<file path="config.mk">
export PLATFORM = sky130hd
export DESIGN_NAME = mp3_frame_header_parser_core_flat
export DESIGN_NICKNAME = d
export VERILOG_FILES = /design/src/design/mfhp_pkg.sv /design/src/design/mfhp_req_if.sv /design/src/design/mfhp_rsp_if.sv /design/src/design/mfhp_queue.sv /design/src/design/mfhp_front.sv /design/src/design/mfhp_back.sv /design/src/design/mp3_frame_header_parser_core.sv /design/src/flat_wrapper.sv
export SDC_FILE = /design/constraint.sdc
export NUM_CORES = 1
export LEC_CHECK = 0
export ABC_AREA = 1
export BUFFER_PORTS_ARGS = -buffer_cell sky130_fd_sc_hd__buf_2
export CAP_MARGIN = 20
export CORE_UTILIZATION = 40
export CTS_CLUSTER_SIZE = 14
export DETAILED_ROUTE_END_ITERATION = 6
export SYNTH_ARGS = -nofsm -noshare
export SYNTH_HDL_FRONTEND = slang
export SYNTH_SLANG_ARGS = --single-unit
</file>
<file path="constraint.sdc">
create_clock -name clock -period 10.4 [get_ports clock]
set_input_delay 2.08 -clock clock [delete_from_list [all_inputs] [get_ports clock]]
set_output_delay 2.08 -clock clock [all_outputs]
set_load 0.01 [all_outputs]
</file>
<file path="src/design/mfhp_pkg.sv">
// ----------------------------------------------------------------------------
// mfhp_pkg
// Types, codes and rate tables of the MP3 frame header parser.
// ----------------------------------------------------------------------------
package mfhp_pkg;

   localparam int QUEUE_DEPTH_DEF = 4;

   localparam logic [15:0] HUNT_LIMIT_RESET = 16'd31744;

   localparam logic [1:0] ST_HEADER = 2'd0;
   localparam logic [1:0] ST_TAG    = 2'd1;
   localparam logic [1:0] ST_LIMIT  = 2'd2;
   localparam logic [1:0] ST_END    = 2'd3;

   typedef struct packed {
      logic [1:0]  status;
      logic [7:0]  b2;
      logic [7:0]  b3;
      logic [7:0]  b4;
      logic [15:0] crc;
   } entry_type;

   typedef struct packed {
      logic      valid;
      entry_type entry;
   } push_type;

   typedef struct packed {
      logic [1:0]  status;
      logic [1:0]  mpeg_version;
      logic [18:0] bit_rate;
      logic [15:0] sample_rate;
      logic [4:0]  header_flags;
      logic [1:0]  channel_mode;
      logic [1:0]  mode_extension;
      logic [1:0]  emphasis_code;
      logic [15:0] crc_word;
      logic [10:0] payload_bytes;
      logic [10:0] main_data_bytes;
   } result_type;

   function automatic logic [18:0] rate_hi(input logic [3:0] idx);
      logic [18:0] r;
      unique case (idx)
         4'd1:    r = 19'd32000;
         4'd2:    r = 19'd40000;
         4'd3:    r = 19'd48000;
         4'd4:    r = 19'd56000;
         4'd5:    r = 19'd64000;
         4'd6:    r = 19'd80000;
         4'd7:    r = 19'd96000;
         4'd8:    r = 19'd112000;
         4'd9:    r = 19'd128000;
         4'd10:   r = 19'd160000;
         4'd11:   r = 19'd192000;
         4'd12:   r = 19'd224000;
         4'd13:   r = 19'd256000;
         4'd14:   r = 19'd320000;
         default: r = 19'd0;
      endcase
      return r;
   endfunction

   function automatic logic [18:0] rate_lo(input logic [3:0] idx);
      logic [18:0] r;
      unique case (idx)
         4'd1:    r = 19'd8000;
         4'd2:    r = 19'd16000;
         4'd3:    r = 19'd24000;
         4'd4:    r = 19'd32000;
         4'd5:    r = 19'd40000;
         4'd6:    r = 19'd48000;
         4'd7:    r = 19'd56000;
         4'd8:    r = 19'd64000;
         4'd9:    r = 19'd80000;
         4'd10:   r = 19'd96000;
         4'd11:   r = 19'd112000;
         4'd12:   r = 19'd128000;
         4'd13:   r = 19'd144000;
         4'd14:   r = 19'd160000;
         default: r = 19'd0;
      endcase
      return r;
   endfunction

   function automatic logic [15:0] srate(input logic [1:0] row, input logic [1:0] sidx);
      logic [15:0] r;
      unique case ({row, sidx})
         4'b00_00: r = 16'd44100;
         4'b00_01: r = 16'd48000;
         4'b00_10: r = 16'd32000;
         4'b01_00: r = 16'd22050;
         4'b01_01: r = 16'd24000;
         4'b01_10: r = 16'd16000;
         4'b10_00: r = 16'd11025;
         4'b10_01: r = 16'd12000;
         4'b10_10: r = 16'd8000;
         default:  r = 16'd0;
      endcase
      return r;
   endfunction

endpackage

</file>
<file path="src/design/mfhp_req_if.sv">
// ----------------------------------------------------------------------------
// mfhp_req_if
// Byte channel into the parser: valid, ready, one stream byte and a stream-end mark.
// ----------------------------------------------------------------------------
interface mfhp_req_if;
   logic       valid;
   logic       ready;
   logic [7:0] data_byte;
   logic       stream_end;

   modport source (output valid, data_byte, stream_end, input ready);
   modport sink (input valid, data_byte, stream_end, output ready);
endinterface

</file>
<file path="src/design/mfhp_rsp_if.sv">
// ----------------------------------------------------------------------------
// mfhp_rsp_if
// Result channel out of the parser: valid, ready and one report.
// ----------------------------------------------------------------------------
interface mfhp_rsp_if;
   logic        valid;
   logic        ready;
   logic [1:0]  status;
   logic [1:0]  mpeg_version;
   logic [18:0] bit_rate;
   logic [15:0] sample_rate;
   logic [4:0]  header_flags;
   logic [1:0]  channel_mode;
   logic [1:0]  mode_extension;
   logic [1:0]  emphasis_code;
   logic [15:0] crc_word;
   logic [10:0] payload_bytes;
   logic [10:0] main_data_bytes;

   modport source (output valid, status, mpeg_version, bit_rate, sample_rate, header_flags,
                   channel_mode, mode_extension, emphasis_code, crc_word, payload_bytes,
                   main_data_bytes, input ready);
   modport sink (input valid, status, mpeg_version, bit_rate, sample_rate, header_flags,
                 channel_mode, mode_extension, emphasis_code, crc_word, payload_bytes,
                 main_data_bytes, output ready);
endinterface

</file>
<file path="src/design/mfhp_queue.sv">
// ----------------------------------------------------------------------------
// mfhp_queue
// Short register queue of classified events between front and back.
// ----------------------------------------------------------------------------
module mfhp_queue
   import mfhp_pkg::*;
#(
   parameter int DEPTH = QUEUE_DEPTH_DEF
) (
   input  logic      clock,
   input  logic      reset,
   input  push_type  push,
   output logic      full,
   input  logic      pop,
   output logic      head_valid,
   output entry_type head
);

   localparam int PTR_W = (DEPTH > 1) ? $clog2(DEPTH) : 1;
   localparam int CNT_W = $clog2(DEPTH + 1);
   localparam logic [PTR_W-1:0] LAST = PTR_W'(DEPTH - 1);
   localparam logic [CNT_W-1:0] FULL_CNT = CNT_W'(DEPTH);

   entry_type        mem_ff [DEPTH];
   logic [PTR_W-1:0] wr_ptr_ff, wr_ptr_in;
   logic [PTR_W-1:0] rd_ptr_ff, rd_ptr_in;
   logic [CNT_W-1:0] count_ff, count_in;
   logic             do_push, do_pop;

   assign full       = (count_ff == FULL_CNT);
   assign head_valid = (count_ff != '0);
   assign head       = mem_ff[rd_ptr_ff];
   assign do_push    = push.valid && !full;
   assign do_pop     = pop && head_valid;

   always_comb begin
      wr_ptr_in = wr_ptr_ff;
      rd_ptr_in = rd_ptr_ff;
      count_in  = count_ff;
      if (do_push) begin
         wr_ptr_in = (wr_ptr_ff == LAST) ? '0 : wr_ptr_ff + 1'b1;
      end
      if (do_pop) begin
         rd_ptr_in = (rd_ptr_ff == LAST) ? '0 : rd_ptr_ff + 1'b1;
      end
      if (do_push && !do_pop) begin
         count_in = count_ff + 1'b1;
      end else if (do_pop && !do_push) begin
         count_in = count_ff - 1'b1;
      end
   end

   always_ff @(posedge clock) begin
      if (reset) begin
         wr_ptr_ff <= '0;
         rd_ptr_ff <= '0;
         count_ff  <= '0;
      end else begin
         wr_ptr_ff <= wr_ptr_in;
         rd_ptr_ff <= rd_ptr_in;
         count_ff  <= count_in;
      end
   end

   always_ff @(posedge clock) begin
      if (do_push) begin
         mem_ff[wr_ptr_ff] <= push.entry;
      end
   end

endmodule

</file>
<file path="src/design/mfhp_front.sv">
// ----------------------------------------------------------------------------
// mfhp_front
// Byte-rate parse sequencer: sync hunt, tag handling, header capture.
// ----------------------------------------------------------------------------
module mfhp_front
   import mfhp_pkg::*;
(
   input  logic        clock,
   input  logic        reset,
   input  logic        csr_wr_en,
   input  logic [15:0] csr_wr_data,
   mfhp_req_if.sink    req_bus,
   input  logic        full,
   output push_type    push
);

   localparam logic [3:0] PH_HUNT   = 4'd0;
   localparam logic [3:0] PH_TAG    = 4'd1;
   localparam logic [3:0] PH_ID3    = 4'd2;
   localparam logic [3:0] PH_ID3HDR = 4'd3;
   localparam logic [3:0] PH_SKIP   = 4'd4;
   localparam logic [3:0] PH_HDR2   = 4'd5;
   localparam logic [3:0] PH_HDR3   = 4'd6;
   localparam logic [3:0] PH_HDR4   = 4'd7;
   localparam logic [3:0] PH_CRC1   = 4'd8;
   localparam logic [3:0] PH_CRC2   = 4'd9;

   localparam logic [7:0] SYNC_BYTE = 8'hFF;
   localparam logic [7:0] CH_T      = 8'h54;
   localparam logic [7:0] CH_A      = 8'h41;
   localparam logic [7:0] CH_G      = 8'h47;
   localparam logic [7:0] CH_I      = 8'h49;
   localparam logic [7:0] CH_D      = 8'h44;
   localparam logic [7:0] CH_3      = 8'h33;

   function automatic logic [5:0] cand(input logic [7:0] b);
      logic [5:0] r;
      if (b == SYNC_BYTE) begin
         r = {PH_HDR2, 2'd0};
      end else if (b == CH_T) begin
         r = {PH_TAG, 2'd1};
      end else if (b == CH_I) begin
         r = {PH_ID3, 2'd1};
      end else begin
         r = {PH_HUNT, 2'd0};
      end
      return r;
   endfunction

   logic [3:0]  phase_ff, phase_in;
   logic [15:0] count_ff, count_in;
   logic [1:0]  mprog_ff, mprog_in;
   logic [3:0]  tfc_ff, tfc_in;
   logic [27:0] skip_ff, skip_in;
   logic [15:0] limit_ff;
   logic [7:0]  b2_ff, b2_in, b3_ff, b3_in, b4_ff, b4_in, crc_hi_ff, crc_hi_in;

   logic        accept, counted, emit;
   logic [16:0] inc;
   logic [5:0]  cnd;
   logic [3:0]  tfc_v;
   logic [27:0] skip_v;
   logic [7:0]  b;
   entry_type   ent;

   assign b            = req_bus.data_byte;
   assign req_bus.ready = !full;
   assign accept       = req_bus.valid && !full;
   assign inc          = {1'b0, count_ff} + 17'd1;
   assign cnd          = cand(b);
   assign counted      = (phase_ff == PH_HUNT) || (phase_ff == PH_TAG) ||
                         (phase_ff == PH_ID3) || (phase_ff == PH_HDR2) ||
                         (phase_ff == PH_HDR3) || (phase_ff > PH_CRC2);
   assign push.valid   = accept && emit;
   assign push.entry   = ent;

   always_comb begin
      phase_in   = phase_ff;
      count_in   = count_ff;
      mprog_in   = mprog_ff;
      tfc_in     = tfc_ff;
      skip_in    = skip_ff;
      b2_in      = b2_ff;
      b3_in      = b3_ff;
      b4_in      = b4_ff;
      crc_hi_in  = crc_hi_ff;
      emit       = 1'b0;
      ent.status = ST_HEADER;
      ent.b2     = b2_ff;
      ent.b3     = b3_ff;
      ent.b4     = b4_ff;
      ent.crc    = '0;
      tfc_v      = tfc_ff + 4'd1;
      skip_v     = skip_ff;

      if (counted && (inc > {1'b0, limit_ff})) begin
         emit       = 1'b1;
         ent.status = ST_LIMIT;
         phase_in   = PH_HUNT;
         count_in   = '0;
         mprog_in   = '0;
      end else begin
         if (counted) begin
            count_in = inc[15:0];
         end
         unique case (phase_ff)
            PH_TAG: begin
               if (mprog_ff == 2'd1 && b == CH_A) begin
                  mprog_in = 2'd2;
               end else if (mprog_ff == 2'd2 && b == CH_G) begin
                  emit       = 1'b1;
                  ent.status = ST_TAG;
                  phase_in   = PH_HUNT;
                  count_in   = '0;
                  mprog_in   = '0;
               end else begin
                  {phase_in, mprog_in} = cnd;
               end
            end
            PH_ID3: begin
               if (mprog_ff == 2'd1 && b == CH_D) begin
                  mprog_in = 2'd2;
               end else if (mprog_ff == 2'd2 && b == CH_3) begin
                  phase_in = PH_ID3HDR;
                  mprog_in = '0;
                  tfc_in   = '0;
                  skip_in  = '0;
               end else begin
                  {phase_in, mprog_in} = cnd;
               end
            end
            PH_ID3HDR: begin
               if (tfc_ff >= 4'd3) begin
                  skip_v = {skip_ff[20:0], b[6:0]};
               end
               skip_in = skip_v;
               if (tfc_v >= 4'd7) begin
                  tfc_in   = '0;
                  phase_in = (skip_v != '0) ? PH_SKIP : PH_HUNT;
               end else begin
                  tfc_in = tfc_v;
               end
            end
            PH_SKIP: begin
               if (skip_ff != '0) begin
                  skip_v = skip_ff - 28'd1;
               end
               skip_in = skip_v;
               if (skip_v == '0) begin
                  phase_in = PH_HUNT;
               end
            end
            PH_HDR2: begin
               if (b[7:5] == 3'b111 && b[4:3] != 2'b01 && b[2:1] == 2'b01) begin
                  b2_in    = b;
                  phase_in = PH_HDR3;
               end else begin
                  {phase_in, mprog_in} = cnd;
               end
            end
            PH_HDR3: begin
               if (b[7:4] == 4'd0 || b[7:4] == 4'd15 || b[3:2] == 2'd3) begin
                  {phase_in, mprog_in} = cnd;
               end else begin
                  b3_in    = b;
                  phase_in = PH_HDR4;
               end
            end
            PH_HDR4: begin
               b4_in = b;
               if (!b2_ff[0]) begin
                  phase_in = PH_CRC1;
               end else begin
                  emit     = 1'b1;
                  ent.b4   = b;
                  phase_in = PH_HUNT;
                  count_in = '0;
                  mprog_in = '0;
               end
            end
            PH_CRC1: begin
               crc_hi_in = b;
               phase_in  = PH_CRC2;
            end
            PH_CRC2: begin
               emit     = 1'b1;
               ent.crc  = {crc_hi_ff, b};
               phase_in = PH_HUNT;
               count_in = '0;
               mprog_in = '0;
            end
            default: begin
               {phase_in, mprog_in} = cnd;
            end
         endcase
      end

      if (req_bus.stream_end) begin
         if (!emit) begin
            emit       = 1'b1;
            ent.status = ST_END;
         end
         phase_in  = PH_HUNT;
         count_in  = '0;
         mprog_in  = '0;
         tfc_in    = '0;
         skip_in   = '0;
         crc_hi_in = '0;
      end
   end

   always_ff @(posedge clock) begin
      if (reset) begin
         phase_ff <= PH_HUNT;
         count_ff <= '0;
         mprog_ff <= '0;
         tfc_ff   <= '0;
         skip_ff  <= '0;
         limit_ff <= HUNT_LIMIT_RESET;
      end else begin
         if (csr_wr_en) begin
            limit_ff <= csr_wr_data;
         end
         if (accept) begin
            phase_ff <= phase_in;
            count_ff <= count_in;
            mprog_ff <= mprog_in;
            tfc_ff   <= tfc_in;
            skip_ff  <= skip_in;
         end
      end
   end

   always_ff @(posedge clock) begin
      if (accept) begin
         b2_ff     <= b2_in;
         b3_ff     <= b3_in;
         b4_ff     <= b4_in;
         crc_hi_ff <= crc_hi_in;
      end
   end

endmodule

</file>
<file path="src/design/mfhp_back.sv">
// ----------------------------------------------------------------------------
// mfhp_back
// Header decode, frame length division and result register.
// ----------------------------------------------------------------------------
module mfhp_back
   import mfhp_pkg::*;
(
   input  logic      clock,
   input  logic      reset,
   input  logic      head_valid,
   input  entry_type head,
   output logic      pop,
   mfhp_rsp_if.source rsp_bus
);

   localparam logic [1:0] B_IDLE = 2'd0;
   localparam logic [1:0] B_DIV  = 2'd1;
   localparam logic [1:0] B_DONE = 2'd2;

   localparam int DIV_STEPS = 26;
   localparam int STEP_W    = $clog2(DIV_STEPS);
   localparam logic [STEP_W-1:0] LAST_STEP = STEP_W'(DIV_STEPS - 1);

   logic [1:0]        state_ff, state_in;
   entry_type         ent_ff, ent_in;
   logic [18:0]       br_ff, br_in;
   logic [15:0]       sr_ff, sr_in;
   logic [DIV_STEPS-1:0] quo_ff, quo_in;
   logic [15:0]       rem_ff, rem_in;
   logic [STEP_W-1:0] step_ff, step_in;
   logic              out_valid_ff, out_valid_in;
   result_type        out_ff, out_in;

   logic        out_free;
   logic [1:0]  hver, hrow;
   logic [18:0] hbr;
   logic [15:0] hsr;
   logic [7:0]  hk;
   logic [26:0] prod;
   logic [16:0] trial;
   logic        ge;
   logic        prot, pad;
   logic [26:0] frame, ovh, payload, side, mainlen;

   assign out_free = !out_valid_ff || rsp_bus.ready;

   assign hver = head.b2[4:3];
   assign hrow = (hver == 2'd3) ? 2'd0 : ((hver == 2'd2) ? 2'd1 : 2'd2);
   assign hbr  = (hver == 2'd3) ? rate_hi(head.b3[7:4]) : rate_lo(head.b3[7:4]);
   assign hsr  = srate(hrow, head.b3[3:2]);
   assign hk   = (hver == 2'd3) ? 8'd144 : 8'd72;
   assign prod = 27'(hk) * 27'(hbr);

   assign trial = {rem_ff, quo_ff[DIV_STEPS-1]};
   assign ge    = (trial >= {1'b0, sr_ff});

   assign prot    = !ent_ff.b2[0];
   assign pad     = ent_ff.b3[1];
   assign frame   = (sr_ff == '0) ? '0 : ({1'b0, quo_ff} + 27'(pad));
   assign ovh     = prot ? 27'd6 : 27'd4;
   assign payload = (frame > ovh) ? (frame - ovh) : '0;
   assign side    = (ent_ff.b2[4:3] == 2'd3) ? ((ent_ff.b4[7:6] == 2'd3) ? 27'd17 : 27'd32)
                                             : ((ent_ff.b4[7:6] == 2'd3) ? 27'd9 : 27'd17);
   assign mainlen = (payload > side) ? (payload - side) : '0;

   always_comb begin
      state_in     = state_ff;
      ent_in       = ent_ff;
      br_in        = br_ff;
      sr_in        = sr_ff;
      quo_in       = quo_ff;
      rem_in       = rem_ff;
      step_in      = step_ff;
      out_in       = out_ff;
      out_valid_in = out_valid_ff && !rsp_bus.ready;
      pop          = 1'b0;
      unique case (state_ff)
         B_IDLE: begin
            if (head_valid) begin
               if (head.status != ST_HEADER) begin
                  if (out_free) begin
                     pop          = 1'b1;
                     out_in       = '0;
                     out_in.status = head.status;
                     out_valid_in = 1'b1;
                  end
               end else begin
                  pop      = 1'b1;
                  ent_in   = head;
                  br_in    = hbr;
                  sr_in    = hsr;
                  quo_in   = prod[DIV_STEPS-1:0];
                  rem_in   = '0;
                  step_in  = '0;
                  state_in = B_DIV;
               end
            end
         end
         B_DIV: begin
            rem_in  = ge ? 16'(trial - {1'b0, sr_ff}) : trial[15:0];
            quo_in  = {quo_ff[DIV_STEPS-2:0], ge};
            step_in = step_ff + 1'b1;
            if (step_ff == LAST_STEP) begin
               state_in = B_DONE;
            end
         end
         B_DONE: begin
            if (out_free) begin
               out_in.status          = ST_HEADER;
               out_in.mpeg_version    = ent_ff.b2[4:3];
               out_in.bit_rate        = br_ff;
               out_in.sample_rate     = sr_ff;
               out_in.header_flags    = {ent_ff.b4[2], ent_ff.b4[3], ent_ff.b3[0], pad, prot};
               out_in.channel_mode    = ent_ff.b4[7:6];
               out_in.mode_extension  = ent_ff.b4[5:4];
               out_in.emphasis_code   = ent_ff.b4[1:0];
               out_in.crc_word        = prot ? ent_ff.crc : '0;
               out_in.payload_bytes   = payload[10:0];
               out_in.main_data_bytes = mainlen[10:0];
               out_valid_in           = 1'b1;
               state_in               = B_IDLE;
            end
         end
         default: begin
            state_in = B_IDLE;
         end
      endcase
   end

   always_ff @(posedge clock) begin
      if (reset) begin
         state_ff     <= B_IDLE;
         out_valid_ff <= 1'b0;
      end else begin
         state_ff     <= state_in;
         out_valid_ff <= out_valid_in;
      end
   end

   always_ff @(posedge clock) begin
      ent_ff  <= ent_in;
      br_ff   <= br_in;
      sr_ff   <= sr_in;
      quo_ff  <= quo_in;
      rem_ff  <= rem_in;
      step_ff <= step_in;
      out_ff  <= out_in;
   end

   assign rsp_bus.valid           = out_valid_ff;
   assign rsp_bus.status          = out_ff.status;
   assign rsp_bus.mpeg_version    = out_ff.mpeg_version;
   assign rsp_bus.bit_rate        = out_ff.bit_rate;
   assign rsp_bus.sample_rate     = out_ff.sample_rate;
   assign rsp_bus.header_flags    = out_ff.header_flags;
   assign rsp_bus.channel_mode    = out_ff.channel_mode;
   assign rsp_bus.mode_extension  = out_ff.mode_extension;
   assign rsp_bus.emphasis_code   = out_ff.emphasis_code;
   assign rsp_bus.crc_word        = out_ff.crc_word;
   assign rsp_bus.payload_bytes   = out_ff.payload_bytes;
   assign rsp_bus.main_data_bytes = out_ff.main_data_bytes;

endmodule

</file>
<file path="src/design/mp3_frame_header_parser_core.sv">
// ----------------------------------------------------------------------------
// mp3_frame_header_parser_core
// MPEG audio layer III frame header parser, one stream byte per transfer.
//
// req_bus carries one stream byte and a stream-end mark per transfer. The
// front sequencer takes a byte every cycle while its event queue has room,
// hunts for sync, skips ID3v2 tags and captures header bytes. Each byte that
// yields a report (header, TAG marker, hunt limit, stream end) pushes one
// event into the queue. The back end pops events and drives rsp_bus from an
// output register, so new bytes are taken while a result waits.
// A status report passes through the queue and the output register; a header
// report also goes through table lookup and multiply, 26 steps of a radix-2
// divider for the frame length and the length arithmetic. The back end takes
// no new event until a header is finished; other reports drain at one per
// cycle while rsp_bus is ready.
// csr_wr_en writes the hunt limit from csr_wr_data.
// Reset clears the parse state, the queue and the output valid flag and loads
// the hunt limit default. While rsp_bus stalls the queue fills and then
// req_bus.ready drops until the back end frees a place.
// ----------------------------------------------------------------------------
module mp3_frame_header_parser_core
   import mfhp_pkg::*;
#(
   parameter int QUEUE_DEPTH = QUEUE_DEPTH_DEF
) (
   input  logic        clock,
   input  logic        reset,
   input  logic        csr_wr_en,
   input  logic [15:0] csr_wr_data,
   mfhp_req_if.sink    req_bus,
   mfhp_rsp_if.source  rsp_bus
);

   push_type  push;
   logic      full, pop, head_valid;
   entry_type head;

   mfhp_front u_front (
      .clock       (clock),
      .reset       (reset),
      .csr_wr_en   (csr_wr_en),
      .csr_wr_data (csr_wr_data),
      .req_bus     (req_bus),
      .full        (full),
      .push        (push)
   );

   mfhp_queue #(
      .DEPTH (QUEUE_DEPTH)
   ) u_queue (
      .clock      (clock),
      .reset      (reset),
      .push       (push),
      .full       (full),
      .pop        (pop),
      .head_valid (head_valid),
      .head       (head)
   );

   mfhp_back u_back (
      .clock      (clock),
      .reset      (reset),
      .head_valid (head_valid),
      .head       (head),
      .pop        (pop),
      .rsp_bus    (rsp_bus)
   );

endmodule

</file>
<file path="src/flat_wrapper.sv">
// flat-port wrapper written by rule: the top's interface ports become plain ports
module mp3_frame_header_parser_core_flat import mfhp_pkg::*;
#(
   parameter int QUEUE_DEPTH = QUEUE_DEPTH_DEF
)
  (clock, reset, csr_wr_en, csr_wr_data, req_bus_valid, req_bus_data_byte, req_bus_stream_end, req_bus_ready, rsp_bus_valid, rsp_bus_status, rsp_bus_mpeg_version, rsp_bus_bit_rate, rsp_bus_sample_rate, rsp_bus_header_flags, rsp_bus_channel_mode, rsp_bus_mode_extension, rsp_bus_emphasis_code, rsp_bus_crc_word, rsp_bus_payload_bytes, rsp_bus_main_data_bytes, rsp_bus_ready);
  mfhp_req_if req_bus_i ();
  mfhp_rsp_if rsp_bus_i ();
  input  logic clock;
  input  logic reset;
  input  logic csr_wr_en;
  input  logic [15:0] csr_wr_data;
  input wire logic [$bits(req_bus_i.valid)-1:0] req_bus_valid;
  input wire logic [$bits(req_bus_i.data_byte)-1:0] req_bus_data_byte;
  input wire logic [$bits(req_bus_i.stream_end)-1:0] req_bus_stream_end;
  output wire logic [$bits(req_bus_i.ready)-1:0] req_bus_ready;
  output wire logic [$bits(rsp_bus_i.valid)-1:0] rsp_bus_valid;
  output wire logic [$bits(rsp_bus_i.status)-1:0] rsp_bus_status;
  output wire logic [$bits(rsp_bus_i.mpeg_version)-1:0] rsp_bus_mpeg_version;
  output wire logic [$bits(rsp_bus_i.bit_rate)-1:0] rsp_bus_bit_rate;
  output wire logic [$bits(rsp_bus_i.sample_rate)-1:0] rsp_bus_sample_rate;
  output wire logic [$bits(rsp_bus_i.header_flags)-1:0] rsp_bus_header_flags;
  output wire logic [$bits(rsp_bus_i.channel_mode)-1:0] rsp_bus_channel_mode;
  output wire logic [$bits(rsp_bus_i.mode_extension)-1:0] rsp_bus_mode_extension;
  output wire logic [$bits(rsp_bus_i.emphasis_code)-1:0] rsp_bus_emphasis_code;
  output wire logic [$bits(rsp_bus_i.crc_word)-1:0] rsp_bus_crc_word;
  output wire logic [$bits(rsp_bus_i.payload_bytes)-1:0] rsp_bus_payload_bytes;
  output wire logic [$bits(rsp_bus_i.main_data_bytes)-1:0] rsp_bus_main_data_bytes;
  input wire logic [$bits(rsp_bus_i.ready)-1:0] rsp_bus_ready;
  assign req_bus_i.valid = req_bus_valid;
  assign req_bus_i.data_byte = req_bus_data_byte;
  assign req_bus_i.stream_end = req_bus_stream_end;
  assign req_bus_ready = req_bus_i.ready;
  assign rsp_bus_valid = rsp_bus_i.valid;
  assign rsp_bus_status = rsp_bus_i.status;
  assign rsp_bus_mpeg_version = rsp_bus_i.mpeg_version;
  assign rsp_bus_bit_rate = rsp_bus_i.bit_rate;
  assign rsp_bus_sample_rate = rsp_bus_i.sample_rate;
  assign rsp_bus_header_flags = rsp_bus_i.header_flags;
  assign rsp_bus_channel_mode = rsp_bus_i.channel_mode;
  assign rsp_bus_mode_extension = rsp_bus_i.mode_extension;
  assign rsp_bus_emphasis_code = rsp_bus_i.emphasis_code;
  assign rsp_bus_crc_word = rsp_bus_i.crc_word;
  assign rsp_bus_payload_bytes = rsp_bus_i.payload_bytes;
  assign rsp_bus_main_data_bytes = rsp_bus_i.main_data_bytes;
  assign rsp_bus_i.ready = rsp_bus_ready;
  mp3_frame_header_parser_core #(.QUEUE_DEPTH(QUEUE_DEPTH)) u_core (.clock(clock), .reset(reset), .csr_wr_en(csr_wr_en), .csr_wr_data(csr_wr_data), .req_bus(req_bus_i), .rsp_bus(rsp_bus_i));
endmodule
</file>
# After elaboration in Yosys (flattened, before gate mapping)
# Memory sizes are Yosys's and may differ from the RTL's. A register that Yosys moved wholly into a read port is not among the register bits.
# Cells that the tools add are included.
# word_totals
regBits	313
mem_bits_rw	168
rom_bits	640
in_bits	30
output_inout_bits	90
wordCells	284
mem_count	4
# mem_list
name	words	word_bits	read_ports	rd_ports_with_merged_regs	write_ports	line	source
(no name shown)	16	15	1	1	0	mfhp_pkg.sv:89	unique case ({row, sidx})
(no name shown)	16	13	1	0	0	mfhp_pkg.sv:45	unique case (idx)
(no name shown)	16	12	1	0	0	mfhp_pkg.sv:67	unique case (idx)
u_core.u_queue.mem_ff	4	42	1	1	1	mfhp_queue.sv:24	entry_type mem_ff [DEPTH];
# classes
n_addsub	12
n_mul	1
magnitude_cmp	7
eq_ne	50
muxes	116
bitwise	3
reduce_logical	56
# op_table
op	count
$mux 88	4
$mux 28	10
$mux 16	11
$pmux 88 s2	1
$pmux 28 s3	1
$mux 4	18
$reduce_bool 28->1	2
$mux 27	2
$mux 26	2
$pmux 26 s2	1
$pmux 16 s3	1
$mux 2	23
$eq 8x7->1 const B	5
$mux 8	5
$pmux 4 s9	1
$pmux 16 s2	1
$logic_not 28->1	1
$sub 28x1->28 const B	1
$add 26x1->27	1
$gt 27x3->1	1
$gt 27x6->1	1
$sub 27x3->27	1
$mul 8x19->26	1
$reduce_and 5->1	5
56 further kinds	145

# Logic depth before layout (Yosys ltp)
# logic_depth
depth_word	15
depth_mapped	31
depth_no_buf	30

# By module
# A second synthesis with hierarchy kept.
# hier_totals
cells_unflattened	2958
hier_area_um2	25654.6
# modules_own_cells
mod	n_inst	cells_per_inst	area_each_um2	seq_area_each_um2
mfhp_back	1	1392	11825.1	5555.3
mfhp_front	1	1090	7115.6	2362.3
mfhp_queue	1	476	6713.9	5225.0

# Worst setup path before layout
# No wires, ideal clock.
# synth_timing
path_kind	register to register
start	register with a tool-made name
end	register u_core.u_back.quo_ff[24] (data pin)
setup_time_ps	266
t_arrival_ps	5034
required_ps	10134
setup_slack_ps	5100
path_stages_with_launch	29
path_buffers	2
synth_period_minus_slack_ps	5300
cell_sequence	dfxtp_1 > inv_1 > buf_2 > buf_1 > nand2_1 > a32oi_1 > inv_1 > ha_1 > nand2_1 > o21ai_0 > nand2_1 > a21oi_1 > a21oi_1 > ha_1 > inv_1 > fa_1 > inv_1 > ha_1 > ha_1 > a21oi_1 > o221ai_1 > nand2_1 > nand2_1 > a21oi_1 > o21bai_1 > a21o_1 > or2_2 > nand3_1 > o21ai_0
# synth_lines
item	line	source
end signal: assignment	mfhp_back.sv:144	quo_ff <= quo_in;
end: declaration	mfhp_back.sv:28	logic [DIV_STEPS-1:0] quo_ff, quo_in;

==> impl_metrics.yaml <==
run:
  cap_violations: 0
synthesis:
  netlist-cell-type-count: 59
  async_flop_share_pct: 0
  yosysSeqAreaShare_pct: 50.2
  synth_cells: 2871
  avgSynthCellArea_um2: 8.60
  synth_warnings: 0
  synth_area_um2: 24700
  synth_edf_count: 358
  synth-main-ff-cell: "edfxtp_1"
  synth-seq-cells: 440
outcome:
  status: "complete, no violations"
critical_path:
  cp.required_ns: 10.74
  path_class: "reg -> reg"
  start_kind: "flop"
  cp.arrival_ns: 7.48
  end_kind: "flop"
  crit_fanout: 75
global_route:
  grt_pass1_wl_um: 99400
  gr-total-overflow: 0
  grt_pass1_vias: 18874
  grt_max_degree: 76
  track_usage_pct: 19.7
  antenna_found_initial: 0
final_layout:
  final_area_um2: 27700
  mostFrequentLayoutCell: "nand2_1"
  layout-area-overhead-vs-synth_pct: 12.2
  fillers: 5840
  final_util_pct: 45.6
  drive_gt1_share_pct: 10.6
  final_cell_count_no_fill: 3791
  layout_common_cells: "525 x nand2_1, 418 x nor2_1, 369 x inv_1, 358 x edfxtp_1, 202 x o21ai_0"
  nets: 3117
  diodes: 0
routing:
  firstDrtPassIters: 6
  antenna_left: 0
  drt_iter0_drc: 1448
  vias: 19610
  dr_wl_met2_um: 28500
  drc_errors: 0
  wire_per_inst_um: 16.4
  avgViaCountPerCell: 5.17
  wl_met3_um: 3090
  m1WireLength_um: 28900
  wirelength_um: 62000
  top_layer: "met4"
placed_design:
  dp_slack_ns: 3.23
  gp_congestion: 0.905
  dp_cells: 3699
  dp_hpwl_um: 44300
  placed_area_um2: 26000
  io_buffer_count: 112
power:
  pwr_density_cell_nw_per_um2: 363
  swShare_pct: 44.1
  p_comb_share_pct: 53.4
  clkPwrFrac_pct: 18.0
  p_sw_mw: 4.43
  leakagePower_nw: 11.7
  p_seq_share_pct: 28.6
  p_total_mw: 10.0
  ir_worst_vdd_uv: 489
  power.internal_mw: 5.61
clock_tree:
  ctsRootBufferMaster: "clkbuf_16"
  cts.sinks: 440
  cts_tree: "done"
  cts_max_path_buffers: 3
  clock_latency_ns: 0.61
  clk_pin_slew_ns: 0.06
  numCtsBuffers: 49
  postCtsHoldBufs: 0
  postCtsSetupBuffers: 0
  cts-resized-gates: 0
  htreeDepth: 2
die:
  io_pins: 120
  num_rows: 90
  core_um2: 60700
  fp.dieH_um: 250
  die_area_um2: 62700
  start_util_pct: 40.7
  die_x_um: 250
timing:
  tns_ns: 0
  relSlewSlack_pct: 30.5
  setup_viol: 0
  fin_hold_ws_ns: 0.470
  timing.final.crit_share_pct: 68.7
  tightest_slew_ns: 1.04
  fin_crit_ns: 7.14
  final-hold-violation-count: 0
  maxSlewViolCount: 0
  grt_setup_unrepaired: "no"
  worst_clock_skew_ns: 0.0370
  fin_ws_ns: 3.26
  max_clock_freq_mhz: 140
hold_path:
  min_path_type: "reg -> reg"
[final cells by class]
class                   count  area [um2]  share of cell area, %
repair buffers            132         711                   2.57
clock buffers              55        1250                   4.51
multi-input cells        1956       10500                   37.8
clock inverters            37         437                   1.58
inverters                 389        1460                   5.28
flip-flops and latches    440       12400                   44.7
well taps                 782         978                   3.53
[synthesized netlist by cell type, types with 6 or more instances]
cell / instances / share of area [%]
ha_1: 106 / 5.4
nand3_1: 137 / 2.8
xnor2_1: 14 / 0.50
o211ai_1: 21 / 0.64
inv_2: 12 / 0.18
o22ai_1: 42 / 1.1
inv_1: 371 / 5.6
or2_2: 10 / 0.25
buf_6: 6 / 0.27
dfxtp_1: 82 / 6.7
nand3_2: 17 / 0.69
a21oi_1: 158 / 3.2
xor2_1: 45 / 1.6
nor2_4: 7 / 0.32
clkbuf_1: 80 / 1.2
o21bai_1: 6 / 0.18
nor3_1: 32 / 0.65
nor2_2: 27 / 0.68
nor2_1: 423 / 6.4
o21ai_0: 202 / 4.1
clkinv_1: 6 / 0.091
edfxtp_1: 358 / 44
nand4_1: 58 / 1.5
nand2_1: 527 / 8.0
a32oi_1: 8 / 0.28
fa_1: 13 / 1.1
buf_4: 8 / 0.24
nand2_2: 13 / 0.33
and2_1: 7 / 0.18
o2111ai_1: 6 / 0.21
[power by group through the flow]
stage                     Combinational (mW)  Sequential, mW  Clock [mW]
after global placement                  5.27            2.90           0
after detailed placement                5.33            2.91           0
after CTS                               5.36            2.88        1.85
after global routing                    6.11            2.92        1.92
after floorplan                         3.91            2.96           0
final                                   5.36            2.88        1.80
[logic make-up (layout without fill, tap and decap cells)]
group	after synthesis	in the layout	synth area share [%]
buf+inv	492	613	7.81
compound gates	485	485	11.0
fa+ha+maj	119	119	6.43
flops	440	440	50.2
other cells	2	19	0.0304
xor+xnor	59	59	2.09
simple gates	1274	1274	22.4
[final timing paths]
path                                                                  to                                     start  depth (start not counted)  slack, ns
worst min register to register  u_core.u_front.limit_ff[14]$_SDFFE_PP1P_  u_core.u_front.limit_ff[14]$_SDFFE_PP1P_                          2       0.47
worst min-delay path            u_core.u_front.limit_ff[14]$_SDFFE_PP1P_  u_core.u_front.limit_ff[14]$_SDFFE_PP1P_                          2       0.47
worst max register to register        u_core.u_back.quo_ff[24]$_DFFE_PP_                                      flop                         26       3.26
worst max-delay path                  u_core.u_back.quo_ff[24]$_DFFE_PP_                                      flop                         26       3.26
[state kept, by name (all words and copies together) (netlist names), 5 cells and up, named ones only]
| signal | cells |
|---|---|
| u_core.u_back.rsp_bus.main_data_bytes | 11 |
| u_core.u_back.rsp_bus.crc_word | 16 |
| u_core.u_back.rsp_bus.payload_bytes | 11 |
| u_core.u_queue.mem_ff | 148 |
| u_core.u_front.b3_ff | 8 |
| u_core.u_back.br_ff | 13 |
| u_core.u_back.quo_ff | 26 |
| u_core.u_front.count_ff | 16 |
| u_core.u_back.rsp_bus.header_flags | 5 |
| u_core.u_front.crc_hi_ff | 8 |
| u_core.u_back.step_ff | 5 |
| u_core.u_front.skip_ff | 28 |
| u_core.u_front.b4_ff | 8 |
| u_core.u_back.rsp_bus.sample_rate | 14 |
| u_core.u_back.rsp_bus.bit_rate | 13 |
| u_core.u_back.ent_ff | 29 |
| u_core.u_back.sr_ff | 14 |
| u_core.u_front.limit_ff | 16 |
| u_core.u_back.rem_ff | 16 |
[worst max-delay path, cell delays in order, from the launching register on]
cell	delay, ns
dfxtp_2	0.31
buf_4	0.32
inv_2	0.19
buf_4	0.58
nand2_1	0.10
a32oi_1	0.30
inv_1	0.09
nor2_2	0.53
inv_1	0.46
nor2_1	0.53
a22oi_1	0.18
and2_1	0.19
a21oi_1	0.23
ha_1	0.30
fa_1	0.47
ha_1	0.30
ha_1	0.37
a21oi_1	0.20
o221ai_1	0.17
nand2_1	0.12
nand2_1	0.05
a21oi_1	0.21
o21bai_1	0.10
a21o_1	0.17
or2_2	0.26
nand3_1	0.06
o21ai_0	0.08
[per-layer routing]
| layer | GRT usage (%) | vias to the layer above |
|---|---|---|
| met4 | 6.29 | 0 |
| met5 | 0 | - |
| met2 | 32.2 | 503 |
| li1 | - | 9816 |
| met1 | 27.0 | 9195 |
| met3 | 2.46 | 96 |
(Power assumes the default switching activity.)
